**src/rtl/core/tsrs_pkg.sv**
```systemverilog
`default_nettype none
package tsrs_pkg;

   localparam int MAX_VERTICES = 32;
   localparam int VTX_AW       = $clog2(MAX_VERTICES);
   localparam int CLIP_W       = 50;
   localparam int DIV_W        = 52;
   localparam int QUO_W        = 33;

   localparam logic [15:0] WIDTH_RESET  = 16'd1920;
   localparam logic [15:0] HEIGHT_RESET = 16'd1080;
   localparam logic [5:0]  COUNT_RESET  = 6'd4;

   // Request kinds
   typedef enum logic [1:0] {
      ACT_LOAD_COEF   = 2'd0,
      ACT_LOAD_VERTEX = 2'd1,
      ACT_TEST        = 2'd2
   } action_type;

   // Register indexes
   typedef enum logic [1:0] {
      CSR_WIDTH  = 2'd0,
      CSR_HEIGHT = 2'd1,
      CSR_COUNT  = 2'd2
   } csr_index_type;

   typedef enum logic [4:0] {
      ST_IDLE, ST_MREAD, ST_MMUL, ST_MACC, ST_CLIP, ST_DINIT, ST_DSTEP,
      ST_SCALE, ST_SAT, ST_VFIRST, ST_VLATCH, ST_EREAD, ST_EDIFF, ST_EMUL,
      ST_EDEC, ST_DONE
   } state_type;

   typedef enum logic [3:0] {
      OP_NONE, OP_START, OP_COEF_RD, OP_MUL, OP_ACC, OP_CLIP, OP_DIV_INIT,
      OP_DIV_STEP, OP_SCALE, OP_SAT, OP_VTX_RD, OP_VTX_LATCH, OP_EDGE_DIFF,
      OP_EDGE_MUL, OP_EDGE_DEC, OP_EMIT
   } op_type;

   typedef struct packed {
      logic              req_ready;
      op_type            op;
      logic              pass;
      logic [1:0]        row;
      logic [1:0]        col;
      logic              axis;
      logic [VTX_AW-1:0] vtx_addr;
   } cmd_type;

   typedef struct packed {
      logic              vis;
      logic              on_edge;
      logic              n_zero;
      logic [VTX_AW-1:0] n_last;
      logic              rsp_free;
   } status_type;

endpackage
`default_nettype wire

```
**src/rtl/core/tsrs_ctrl.sv**
```systemverilog
`default_nettype none
module tsrs_ctrl (
   input  wire logic                 clock,
   input  wire logic                 reset,
   input  wire logic                 req_tvalid,
   input  wire logic [1:0]           req_action,
   input  wire tsrs_pkg::status_type status,
   output tsrs_pkg::cmd_type         cmd
);

   tsrs_pkg::state_type state_ff, state_in;
   logic [4:0]          cnt_ff, cnt_in;
   logic                pass_ff, pass_in;
   logic                axis_ff, axis_in;

   // Hold sequencer state
   always_ff @(posedge clock) begin
      if (reset) begin
         state_ff <= tsrs_pkg::ST_IDLE;
         cnt_ff   <= '0;
         pass_ff  <= 1'b0;
         axis_ff  <= 1'b0;
      end else begin
         state_ff <= state_in;
         cnt_ff   <= cnt_in;
         pass_ff  <= pass_in;
         axis_ff  <= axis_in;
      end
   end

   // Next state
   always_comb begin
      state_in = state_ff;
      cnt_in   = cnt_ff;
      pass_in  = pass_ff;
      axis_in  = axis_ff;
      case (state_ff)
         tsrs_pkg::ST_IDLE: begin
            if (req_tvalid && req_action == tsrs_pkg::ACT_TEST) begin
               state_in = tsrs_pkg::ST_MREAD;
               cnt_in   = '0;
               pass_in  = 1'b0;
            end
         end
         tsrs_pkg::ST_MREAD: state_in = tsrs_pkg::ST_MMUL;
         tsrs_pkg::ST_MMUL:  state_in = tsrs_pkg::ST_MACC;
         tsrs_pkg::ST_MACC: begin
            if (cnt_ff[3:0] == 4'hF) begin
               cnt_in = '0;
               if (!pass_ff) begin
                  pass_in  = 1'b1;
                  state_in = tsrs_pkg::ST_MREAD;
               end else begin
                  state_in = tsrs_pkg::ST_CLIP;
               end
            end else begin
               cnt_in   = cnt_ff + 5'd1;
               state_in = tsrs_pkg::ST_MREAD;
            end
         end
         tsrs_pkg::ST_CLIP: begin
            axis_in  = 1'b0;
            state_in = status.vis ? tsrs_pkg::ST_DINIT : tsrs_pkg::ST_DONE;
         end
         tsrs_pkg::ST_DINIT: begin
            cnt_in   = '0;
            state_in = tsrs_pkg::ST_DSTEP;
         end
         tsrs_pkg::ST_DSTEP: begin
            if (cnt_ff == 5'd31) state_in = tsrs_pkg::ST_SCALE;
            else cnt_in = cnt_ff + 5'd1;
         end
         tsrs_pkg::ST_SCALE: state_in = tsrs_pkg::ST_SAT;
         tsrs_pkg::ST_SAT: begin
            if (!axis_ff) begin
               axis_in  = 1'b1;
               state_in = tsrs_pkg::ST_DINIT;
            end else begin
               state_in = status.n_zero ? tsrs_pkg::ST_DONE : tsrs_pkg::ST_VFIRST;
            end
         end
         tsrs_pkg::ST_VFIRST: state_in = tsrs_pkg::ST_VLATCH;
         tsrs_pkg::ST_VLATCH: begin
            cnt_in   = '0;
            state_in = tsrs_pkg::ST_EREAD;
         end
         tsrs_pkg::ST_EREAD: state_in = tsrs_pkg::ST_EDIFF;
         tsrs_pkg::ST_EDIFF: state_in = tsrs_pkg::ST_EMUL;
         tsrs_pkg::ST_EMUL:  state_in = tsrs_pkg::ST_EDEC;
         tsrs_pkg::ST_EDEC: begin
            if (status.on_edge || cnt_ff[tsrs_pkg::VTX_AW-1:0] == status.n_last) begin
               state_in = tsrs_pkg::ST_DONE;
            end else begin
               cnt_in   = cnt_ff + 5'd1;
               state_in = tsrs_pkg::ST_EREAD;
            end
         end
         tsrs_pkg::ST_DONE: begin
            if (status.rsp_free) state_in = tsrs_pkg::ST_IDLE;
         end
         default: state_in = tsrs_pkg::ST_IDLE;
      endcase
   end

   // Commands to the datapath
   always_comb begin
      cmd           = '0;
      cmd.op        = tsrs_pkg::OP_NONE;
      cmd.pass      = pass_ff;
      cmd.row       = cnt_ff[3:2];
      cmd.col       = cnt_ff[1:0];
      cmd.axis      = axis_ff;
      cmd.vtx_addr  = cnt_ff[tsrs_pkg::VTX_AW-1:0];
      case (state_ff)
         tsrs_pkg::ST_IDLE: begin
            cmd.req_ready = 1'b1;
            if (req_tvalid && req_action == tsrs_pkg::ACT_TEST) cmd.op = tsrs_pkg::OP_START;
         end
         tsrs_pkg::ST_MREAD:  cmd.op = tsrs_pkg::OP_COEF_RD;
         tsrs_pkg::ST_MMUL:   cmd.op = tsrs_pkg::OP_MUL;
         tsrs_pkg::ST_MACC:   cmd.op = tsrs_pkg::OP_ACC;
         tsrs_pkg::ST_CLIP:   cmd.op = tsrs_pkg::OP_CLIP;
         tsrs_pkg::ST_DINIT:  cmd.op = tsrs_pkg::OP_DIV_INIT;
         tsrs_pkg::ST_DSTEP:  cmd.op = tsrs_pkg::OP_DIV_STEP;
         tsrs_pkg::ST_SCALE:  cmd.op = tsrs_pkg::OP_SCALE;
         tsrs_pkg::ST_SAT:    cmd.op = tsrs_pkg::OP_SAT;
         tsrs_pkg::ST_VFIRST: begin
            cmd.op       = tsrs_pkg::OP_VTX_RD;
            cmd.vtx_addr = status.n_last;
         end
         tsrs_pkg::ST_VLATCH: cmd.op = tsrs_pkg::OP_VTX_LATCH;
         tsrs_pkg::ST_EREAD:  cmd.op = tsrs_pkg::OP_VTX_RD;
         tsrs_pkg::ST_EDIFF:  cmd.op = tsrs_pkg::OP_EDGE_DIFF;
         tsrs_pkg::ST_EMUL:   cmd.op = tsrs_pkg::OP_EDGE_MUL;
         tsrs_pkg::ST_EDEC:   cmd.op = tsrs_pkg::OP_EDGE_DEC;
         tsrs_pkg::ST_DONE: begin
            if (status.rsp_free) cmd.op = tsrs_pkg::OP_EMIT;
         end
         default: cmd.op = tsrs_pkg::OP_NONE;
      endcase
   end

endmodule
`default_nettype wire

```
**config.mk**
```make
export PLATFORM = sky130hd
export DESIGN_NAME = tsrs_ctrl
export DESIGN_NICKNAME = d
export VERILOG_FILES = /design/src/rtl/core/tsrs_pkg.sv /design/src/rtl/core/tsrs_ctrl.sv
export SDC_FILE = /design/constraint.sdc
export NUM_CORES = 1
export LEC_CHECK = 0
export BUFFER_PORTS_ARGS = -buffer_cell sky130_fd_sc_hd__clkbuf_2
export CAP_MARGIN = 20
export CORE_ASPECT_RATIO = 1.1
export CORE_UTILIZATION = 55
export DETAILED_ROUTE_END_ITERATION = 8
export GPL_TIMING_DRIVEN = 0
export PLACE_DENSITY = 0.89
export SLEW_MARGIN = 20
export SYNTH_ARGS = -nofsm -noshare
export SYNTH_HDL_FRONTEND = slang
export SYNTH_SLANG_ARGS = --single-unit
```
**constraint.sdc**
```tcl
create_clock -name clock -period 4.3 [get_ports clock]
set_clock_uncertainty 0.05 [all_clocks]
set_input_delay 0.645 -clock clock [delete_from_list [all_inputs] [get_ports clock]]
set_output_delay 0.645 -clock clock [all_outputs]
set_load 0.005 [all_outputs]
```
# Word-level counts from Yosys, hierarchy flattened
# Cells that the tools add are included.
# classes
n_addsub,1
n_eq_ne,25
mux,24
reduce_logical,11
# op_table
op,count
5-bit one-hot mux with 16 select lines,1
4-bit one-hot mux with 15 select lines,1
5-bit 2-to-1 mux,9
5-bit by 4-bit == test with 1-bit output (second input constant),8
5-bit one-hot mux with 5 select lines,1
5-bit by 3-bit == test with 1-bit output (second input constant),4
4-bit 2-to-1 mux,3
2-bit != test (second input constant),6
5-bit by 2-bit == test with 1-bit output (second input constant),2
3-bit 2-to-1 mux,3
3-bit AND reduction,2
5-bit by 1-bit adder with 5-bit output (second input constant),1
5-bit by 1-bit == test with 1-bit output (second input constant),1
5-bit == test,1
5-bit == test (second input constant),1
5-bit zero test,1
5-bit nonzero test,1
4-bit == test (second input constant),1
1-bit 2-to-1 mux,4
1-bit one-hot mux with 2 select lines,2
4-bit AND reduction,1
2-bit nonzero test,2
2-bit OR reduction,2
2-bit == test (second input constant),1
2 further kinds,2
# totals
ff_bits,12
inputBits,14
output_inout_bits,16
word_cells,65

# Depth between registers and ports, before layout
# Gate-level depths: netlist of run 1.
# logic_depth
ltp_word,4
mapped_depth,8
ltp_nobuf,8

# Worst setup path after synthesis of run 1
# Ideal clock, no wire load.
# synth_timing
path_type,input port to output port
startpoint,in req_tvalid
endpoint,out cmd[11] (netlist bit)
arrival_time_ns,1.329
required_time_ns,3.605
slack_ns,2.276
cell_stages,4
path_buffers,0
cell_sequence,and3b_1 or3_1 a21oi_1 a221oi_1
# synth_lines
element,line_no,source
"start, declared",tsrs_ctrl.sv:5,"input wire logic req_tvalid,"
"end, declared",tsrs_ctrl.sv:8,output tsrs_pkg::cmd_type cmd

==> impl_metrics.ini, run 1 <==
[clock_tree]
cts_tree = yes
cts_hold_buffers = 0
clock_latency_ns = 0.28
post_cts_buffers = 0
root_buffer = clkbuf_4
cts_sinks = 11
post_cts_resized = 0
cts_buffers = 3
clk_pin_slew_ns = 0.08
cts_buffer_depth = 2
htree_num_levels = 1

[outcome]
status = complete, but fails checks
violations = design-rule violations

[pwr]
finalPower_uw = 502.6
leakagePower_uw = 0.0005806
seqPwrFrac = 0.275
pwr-share-clk = 0.150
p_per_area_nw_per_um2 = 398.5
intPower_uw = 277.3
power_frac_comb = 0.575
switching_share = 0.4482
power.net_switching_uw = 225.3
vdd_drop_max_mv = 0.3468

[critical_path]
start_kind = flip-flop
worstSetupStartpoint = state_ff[3]
reg2reg_to = cnt_ff[0]
cp_data_arrival_time_ns = 1.97
setup.worst_path.end_class = output pin
r2r_setup_slack_ns = 2.05
crit_path_end = cmd[2]
crit_type = flip-flop to output pin
path_max_fanout = 10
timing.rr.start = cnt_ff[1]
worst_ep_required_time_ns = 3.61
ff2ff_path_depth = 8

[global_routing]
gr-max-usage-layer = met2
use_met3 = 0.03333
grt-ovfl-total = 0
grt_antenna_before_repair = 0
use_met2 = 0.5588
grt_pass1_vias = 1006
grtUsageMet1 = 0.3200
grt_pass1_wl_mm = 4.457
grt_max_degree = 11
grt_use_total = 0.2830

[timing]
finalSetupTns_ns = 0
hold_ws_ns = 0.4886
finalHoldViolCount = 0
worst_pin_slew_ns = 0.4804
min_period_ns = 2.664
rsz0062_at_grt = no
min_period_over_period = 0.6196
max_freq_ghz = 0.3753
max-slew-margin-rel = 0.6797
finalMaxSlewViolations = 0
setup_violations = 0

[routing]
first_pass_iters = 8
antenna_left = 0
wl_per_cell_um = 14.57
drt-initial-drc-count = 48
drc = 3
viasPerCell = 6.249
vias = 1181
totalWireLength_mm = 2.753

[cells_and_area]
finalNetCount = 189
final-instance-count-excl-fill = 189
antenna_cells = 0
mostFrequentLayoutCell = clkbuf_2
fill_cells = 156
final_cell_area_um2 = 1261
area_delta_synth_final_pct = 18.17
drive_above_1_share = 0.3158
layout_common_cells = 29 x clkbuf_2, 12 x o21ai_0, 11 x dfxtp_1

[placement]
dp_cells = 185
gp_congestion = 0.9069
dp_hpwl_mm = 2.117
port_buffers = 29
postPlaceCellArea_um2 = 1235

[synth]
yosysSeqAreaShare = 0.2063
synth.largest_area_cell = dfxtp_1
yosysWarnings = 0
netlist.area_leader.share = 0.2063
synth_area_leaders = dfxtp_1 21%, mux2_2 6.3%, o21ai_0 5.6%
synth_area_um2 = 1067
synth_edf_count = 0
synthCells = 138
syn_avg_cell_area_um2 = 7.734
synth-seq-cells = 11
yosysUniqueCellTypes = 49
async_reset_ff_frac = 0
syn_nets = 155
synth_flop_cell = dfxtp_1

[job]
max_cap_violations = 0

[die]
start_util = 0.5924
ios = 30
fp.dieW_um = 44
coreArea_um2 = 1802
dieArea_um2 = 2121
die_h_um = 48.20
rows = 16

[worst_hold_path]
hold_path_class = flip-flop to flip-flop
min_from = axis_ff
logic make-up after synthesis:
logic type | after synthesis | synth area share
simple gates | 51 | 0.2884
compound gates | 40 | 0.2380
buf+inv | 19 | 0.1008
flops | 11 | 0.2063
mux | 8 | 0.08206
xor+xnor | 6 | 0.04924
fa+ha+maj | 3 | 0.03517
layout make-up:
cell class | instances | area, µm² | share of cell area
multi-input combinational | 108 | 739.5 | 0.5863
sequential | 11 | 220.2 | 0.1746
timing repair buffer | 29 | 145.1 | 0.1151
buffer | 14 | 88.84 | 0.07044
clock buffer | 4 | 26.28 | 0.02083
tap | 18 | 22.52 | 0.01786
inverter | 5 | 18.77 | 0.01488
layer usage:
| layer | up-vias | wire length (µm) | share of wire |
|---|---|---|---|
| met4 | 0 | 66 | 0.024 |
| met2 | 68 | 1411 | 0.51 |
| met3 | 10 | 170 | 0.062 |
| li1 | 570 | - | - |
| met1 | 533 | 1104 | 0.40 |
| met5 | - | 0 | 0 |
worst min-delay path by stage:
stage                   to  slack, ns  depth (start not counted)
2_1_floorplan      axis_ff       0.43                          2
3_3_place_gp       axis_ff       0.46                          2
3_5_place_dp       axis_ff       0.48                          2
4_1_cts            axis_ff       0.50                          2
5_1_grt        state_ff[2]       0.51                          2
6_report           axis_ff       0.49                          2
sequential cells by signal, summed over array words and instances (netlist names):
name	flops
state_ff	4
axis_ff	1
pass_ff	1
cnt_ff	5
synthesized netlist by cell type (all sizes together) (2+ instances only):
| master | number |
|---|---|
| nor3 | 7 |
| buf | 11 |
| a22oi | 3 |
| nor2b | 5 |
| nand3 | 4 |
| inv | 5 |
| nand2b | 4 |
| a21oi | 9 |
| nor2 | 7 |
| xor2 | 6 |
| mux2 | 6 |
| o2bb2ai | 2 |
| or3 | 4 |
| dfxtp | 11 |
| ha | 3 |
| nand2 | 8 |
| o21ai | 14 |
| nand4 | 2 |
| clkbuf | 3 |
| mux2i | 2 |
power groups by stage:
stage	registers [µW]	logic, µW	clock network [µW]
after floorplan	134	206	0
after global placement	138	275	0
after detailed placement	141	284	0
after CTS	138	286	74.6
after global routing	141	320	79.7
final	138	289	75.2
critical path, stage by stage, from the launching register on:
cell and delay (ns):
dfxtp_1 0.47, buf_2 0.26, nand2_1 0.11, nor3_2 0.35, mux2_2 0.39, clkbuf_2 0.11
metrics by stage:
stage,setup slack [ns],utilization
after CTS,1.654,0.7000
after global placement,2.034,0.6854
after floorplan,2.276,-
after global routing,1.586,0.7000
final,1.636,0.7000
after detailed placement,1.965,0.6854
(Power assumes the default switching activity.)
==> run 2, diff against run 1 <==
--- a/config.mk
+++ b/config.mk
@@ -5,13 +5,14 @@
 export SDC_FILE = /design/constraint.sdc
 export NUM_CORES = 1
 export LEC_CHECK = 0
+export ABC_AREA = 1
 export BUFFER_PORTS_ARGS = -buffer_cell sky130_fd_sc_hd__clkbuf_2
 export CAP_MARGIN = 20
 export CORE_ASPECT_RATIO = 1.1
-export CORE_UTILIZATION = 55
+export CORE_UTILIZATION = 51
 export DETAILED_ROUTE_END_ITERATION = 8
 export GPL_TIMING_DRIVEN = 0
-export PLACE_DENSITY = 0.89
+export PLACE_DENSITY = 0.83
 export SLEW_MARGIN = 20
 export SYNTH_ARGS = -nofsm -noshare
 export SYNTH_HDL_FRONTEND = slang
==> constraint.sdc (replaced) <==
create_clock -name clock -period 2.6 [get_ports clock]
set_clock_uncertainty 0.05 [all_clocks]
set_input_delay 0.39 -clock clock [delete_from_list [all_inputs] [get_ports clock]]
set_output_delay 0.39 -clock clock [all_outputs]
set_load 0.005 [all_outputs]
==> impl_metrics.ini, run 2 <==
[critical_path]
ff2ff_path_depth = 11
start_kind = flip-flop
reg2reg_to = cnt_ff[1]
r2r_setup_slack_ns = 0.62
cp_data_arrival_time_ns = 1.54
setup.worst_path.end_class = output pin
timing.rr.start = cnt_ff[0]
path_max_fanout = 10
worst_ep_required_time_ns = 2.16
crit_type = flip-flop to output pin

[synth]
syn_nets = 200
async_reset_ff_frac = 0
yosysSeqAreaShare = 0.2080
synthTopCellsByCount = 46 x nand2_1, 20 x nor2_1, 18 x inv_1, 16 x nand3_1
netlist.area_leader.share = 0.2080
synthCells = 183
synth_flop_cell = dfxtp_1
synth_area_leaders = dfxtp_1 21%, nand2_1 16%, nand3_1 7.6%
synth.largest_area_cell = dfxtp_1
syn_avg_cell_area_um2 = 5.784
synth_area_um2 = 1059
yosysWarnings = 0
yosysMostFrequentCell = nand2_1
synth_edf_count = 0
yosysUniqueCellTypes = 27
synth-seq-cells = 11

[cells_and_area]
finalNetCount = 233
max_flop_register = cnt_ff
final-instance-count-excl-fill = 242
fill_cells = 175
top_regs = cnt_ff x5, state_ff x4
largest_reg_flops = 5
mostFrequentLayoutCell = nand2_1
drive_above_1_share = 0.2837
final_util = 0.6761
antenna_cells = 0
layout_common_cells = 46 x nand2_1, 28 x clkbuf_2, 20 x nor2_1
area_delta_synth_final_pct = 18.91

[global_routing]
grt_antenna_before_repair = 0
grt_pass1_vias = 1034
grt_pass1_wl_mm = 4.160
grt-ovfl-total = 0
grt_use_total = 0.2422
grt_max_degree = 11

[routing]
drt-initial-drc-count = 41
totalWireLength_mm = 2.552
viasPerCell = 5.260
wl_per_cell_um = 10.55
drc = 0
vias = 1273
first_pass_iters = 4
antenna_left = 0

[pwr]
p_per_area_nw_per_um2 = 291.5
power.net_switching_uw = 104.4
power_frac_comb = 0.208
vdd_drop_max_mv = 0.2579
seqPwrFrac = 0.479
pwr-share-clk = 0.313
leakagePower_uw = 0.0006605
switching_share = 0.2845
intPower_uw = 262.5

[placement]
port_buffers = 28
dp_hpwl_mm = 2.037
gp_congestion = 0.9468
dp_cells = 238

[timing]
finalHoldViolCount = 0
min_period_over_period = 0.7617
max_freq_ghz = 0.5050
setup_violations = 0
finalSetupTns_ns = 0
max-slew-margin-rel = 0.7331
rsz0062_at_grt = no
worst_pin_slew_ns = 0.4003
finalMaxSlewViolations = 0
min_period_ns = 1.980

[clock_tree]
htree_num_levels = 1
post_cts_buffers = 0
root_buffer = clkbuf_4
cts_hold_buffers = 0
clock_latency_ns = 0.26
cts_tree = yes
cts_buffer_depth = 2
cts_buffers = 3
post_cts_resized = 0
clk_pin_slew_ns = 0.07
cts_sinks = 11

[worst_hold_path]
min_from = axis_ff
whs_endpoint = axis_ff
hold_depth = 2
hold_path_class = flip-flop to flip-flop

[die]
coreArea_um2 = 1862
ios = 30
start_util = 0.5685
die_h_um = 49.78
dieArea_um2 = 2262
rows = 16
fp.dieW_um = 45.44

[outcome]
status = finished clean

[job]
max_cap_violations = 0
-- run 2: power groups by stage --
stage               clock, µW  sequential [µW]  combinational (µW)
finish                    115              176                76.2
detailed placement          0              180                75.7
floorplan                   0              179                50.6
global placement            0              179                73.1
global route              130              176                85.1
CTS                       119              176                76.1
-- run 2: cells by family (layout without fill, tap and decap cells) --
kind of cell,Yosys count,in the layout,synth area share
buffers and inverters,35,67,0.1466
AOI/OAI and AO/OA,33,33,0.1714
adders and majority gates,3,3,0.03546
DFF,11,11,0.2080
and+or+nand+nor,101,101,0.4385
-- run 2: how the worst max path moves through the flow --
stage                      from   endpoint
global placement      cnt_ff[0]  cnt_ff[1]
floorplan             cnt_ff[0]  cnt_ff[1]
CTS                 state_ff[0]     cmd[2]
global route        state_ff[0]     cmd[2]
finish              state_ff[0]     cmd[2]
detailed placement    cnt_ff[0]  cnt_ff[1]
-- run 2: worst max-delay path, cell delays in order (launching register included) --
cell	delay (ns)
dfxtp_1	0.46
inv_2	0.09
nor2_2	0.15
nand2_1	0.21
o21ai_0	0.23
clkbuf_2	0.14
-- run 2: routing by layer --
| layer | wire length (µm) | up-vias | share of wire | global-route usage |
|---|---|---|---|---|
| met5 | 0 | - | 0 | 0 |
| met4 | 46 | 0 | 0.018 | 0.1061 |
| met3 | 161 | 7 | 0.063 | 0.02564 |
| met2 | 1201 | 44 | 0.47 | 0.3762 |
| met1 | 1143 | 572 | 0.45 | 0.3281 |
| li1 | - | 650 | - | - |
-- run 2: cell type report --
type,count,area (µm²),area share
inverters,27,101.3,0.08052
repair buffers,28,140.1,0.1113
well taps,27,33.78,0.02684
multi-input cells,137,683.2,0.5427
clock buffers,4,26.28,0.02087
plain buffers,8,53.80,0.04274
flip-flops and latches,11,220.2,0.1749
-- run 2: stage by stage --
step                hold WS [ns]  instance area, µm²  total power [µW]  worst slack (ns)
detailed placement        0.4286                1232             255.2            0.6527
finish                    0.4415                1259             366.9            0.6197
floorplan                 0.4030                1059             229.3            0.9274
CTS                       0.4308                1259             370.5            0.6222
global route              0.4606                1259             390.7            0.4839
global placement          0.4165                1232             252.4            0.7426
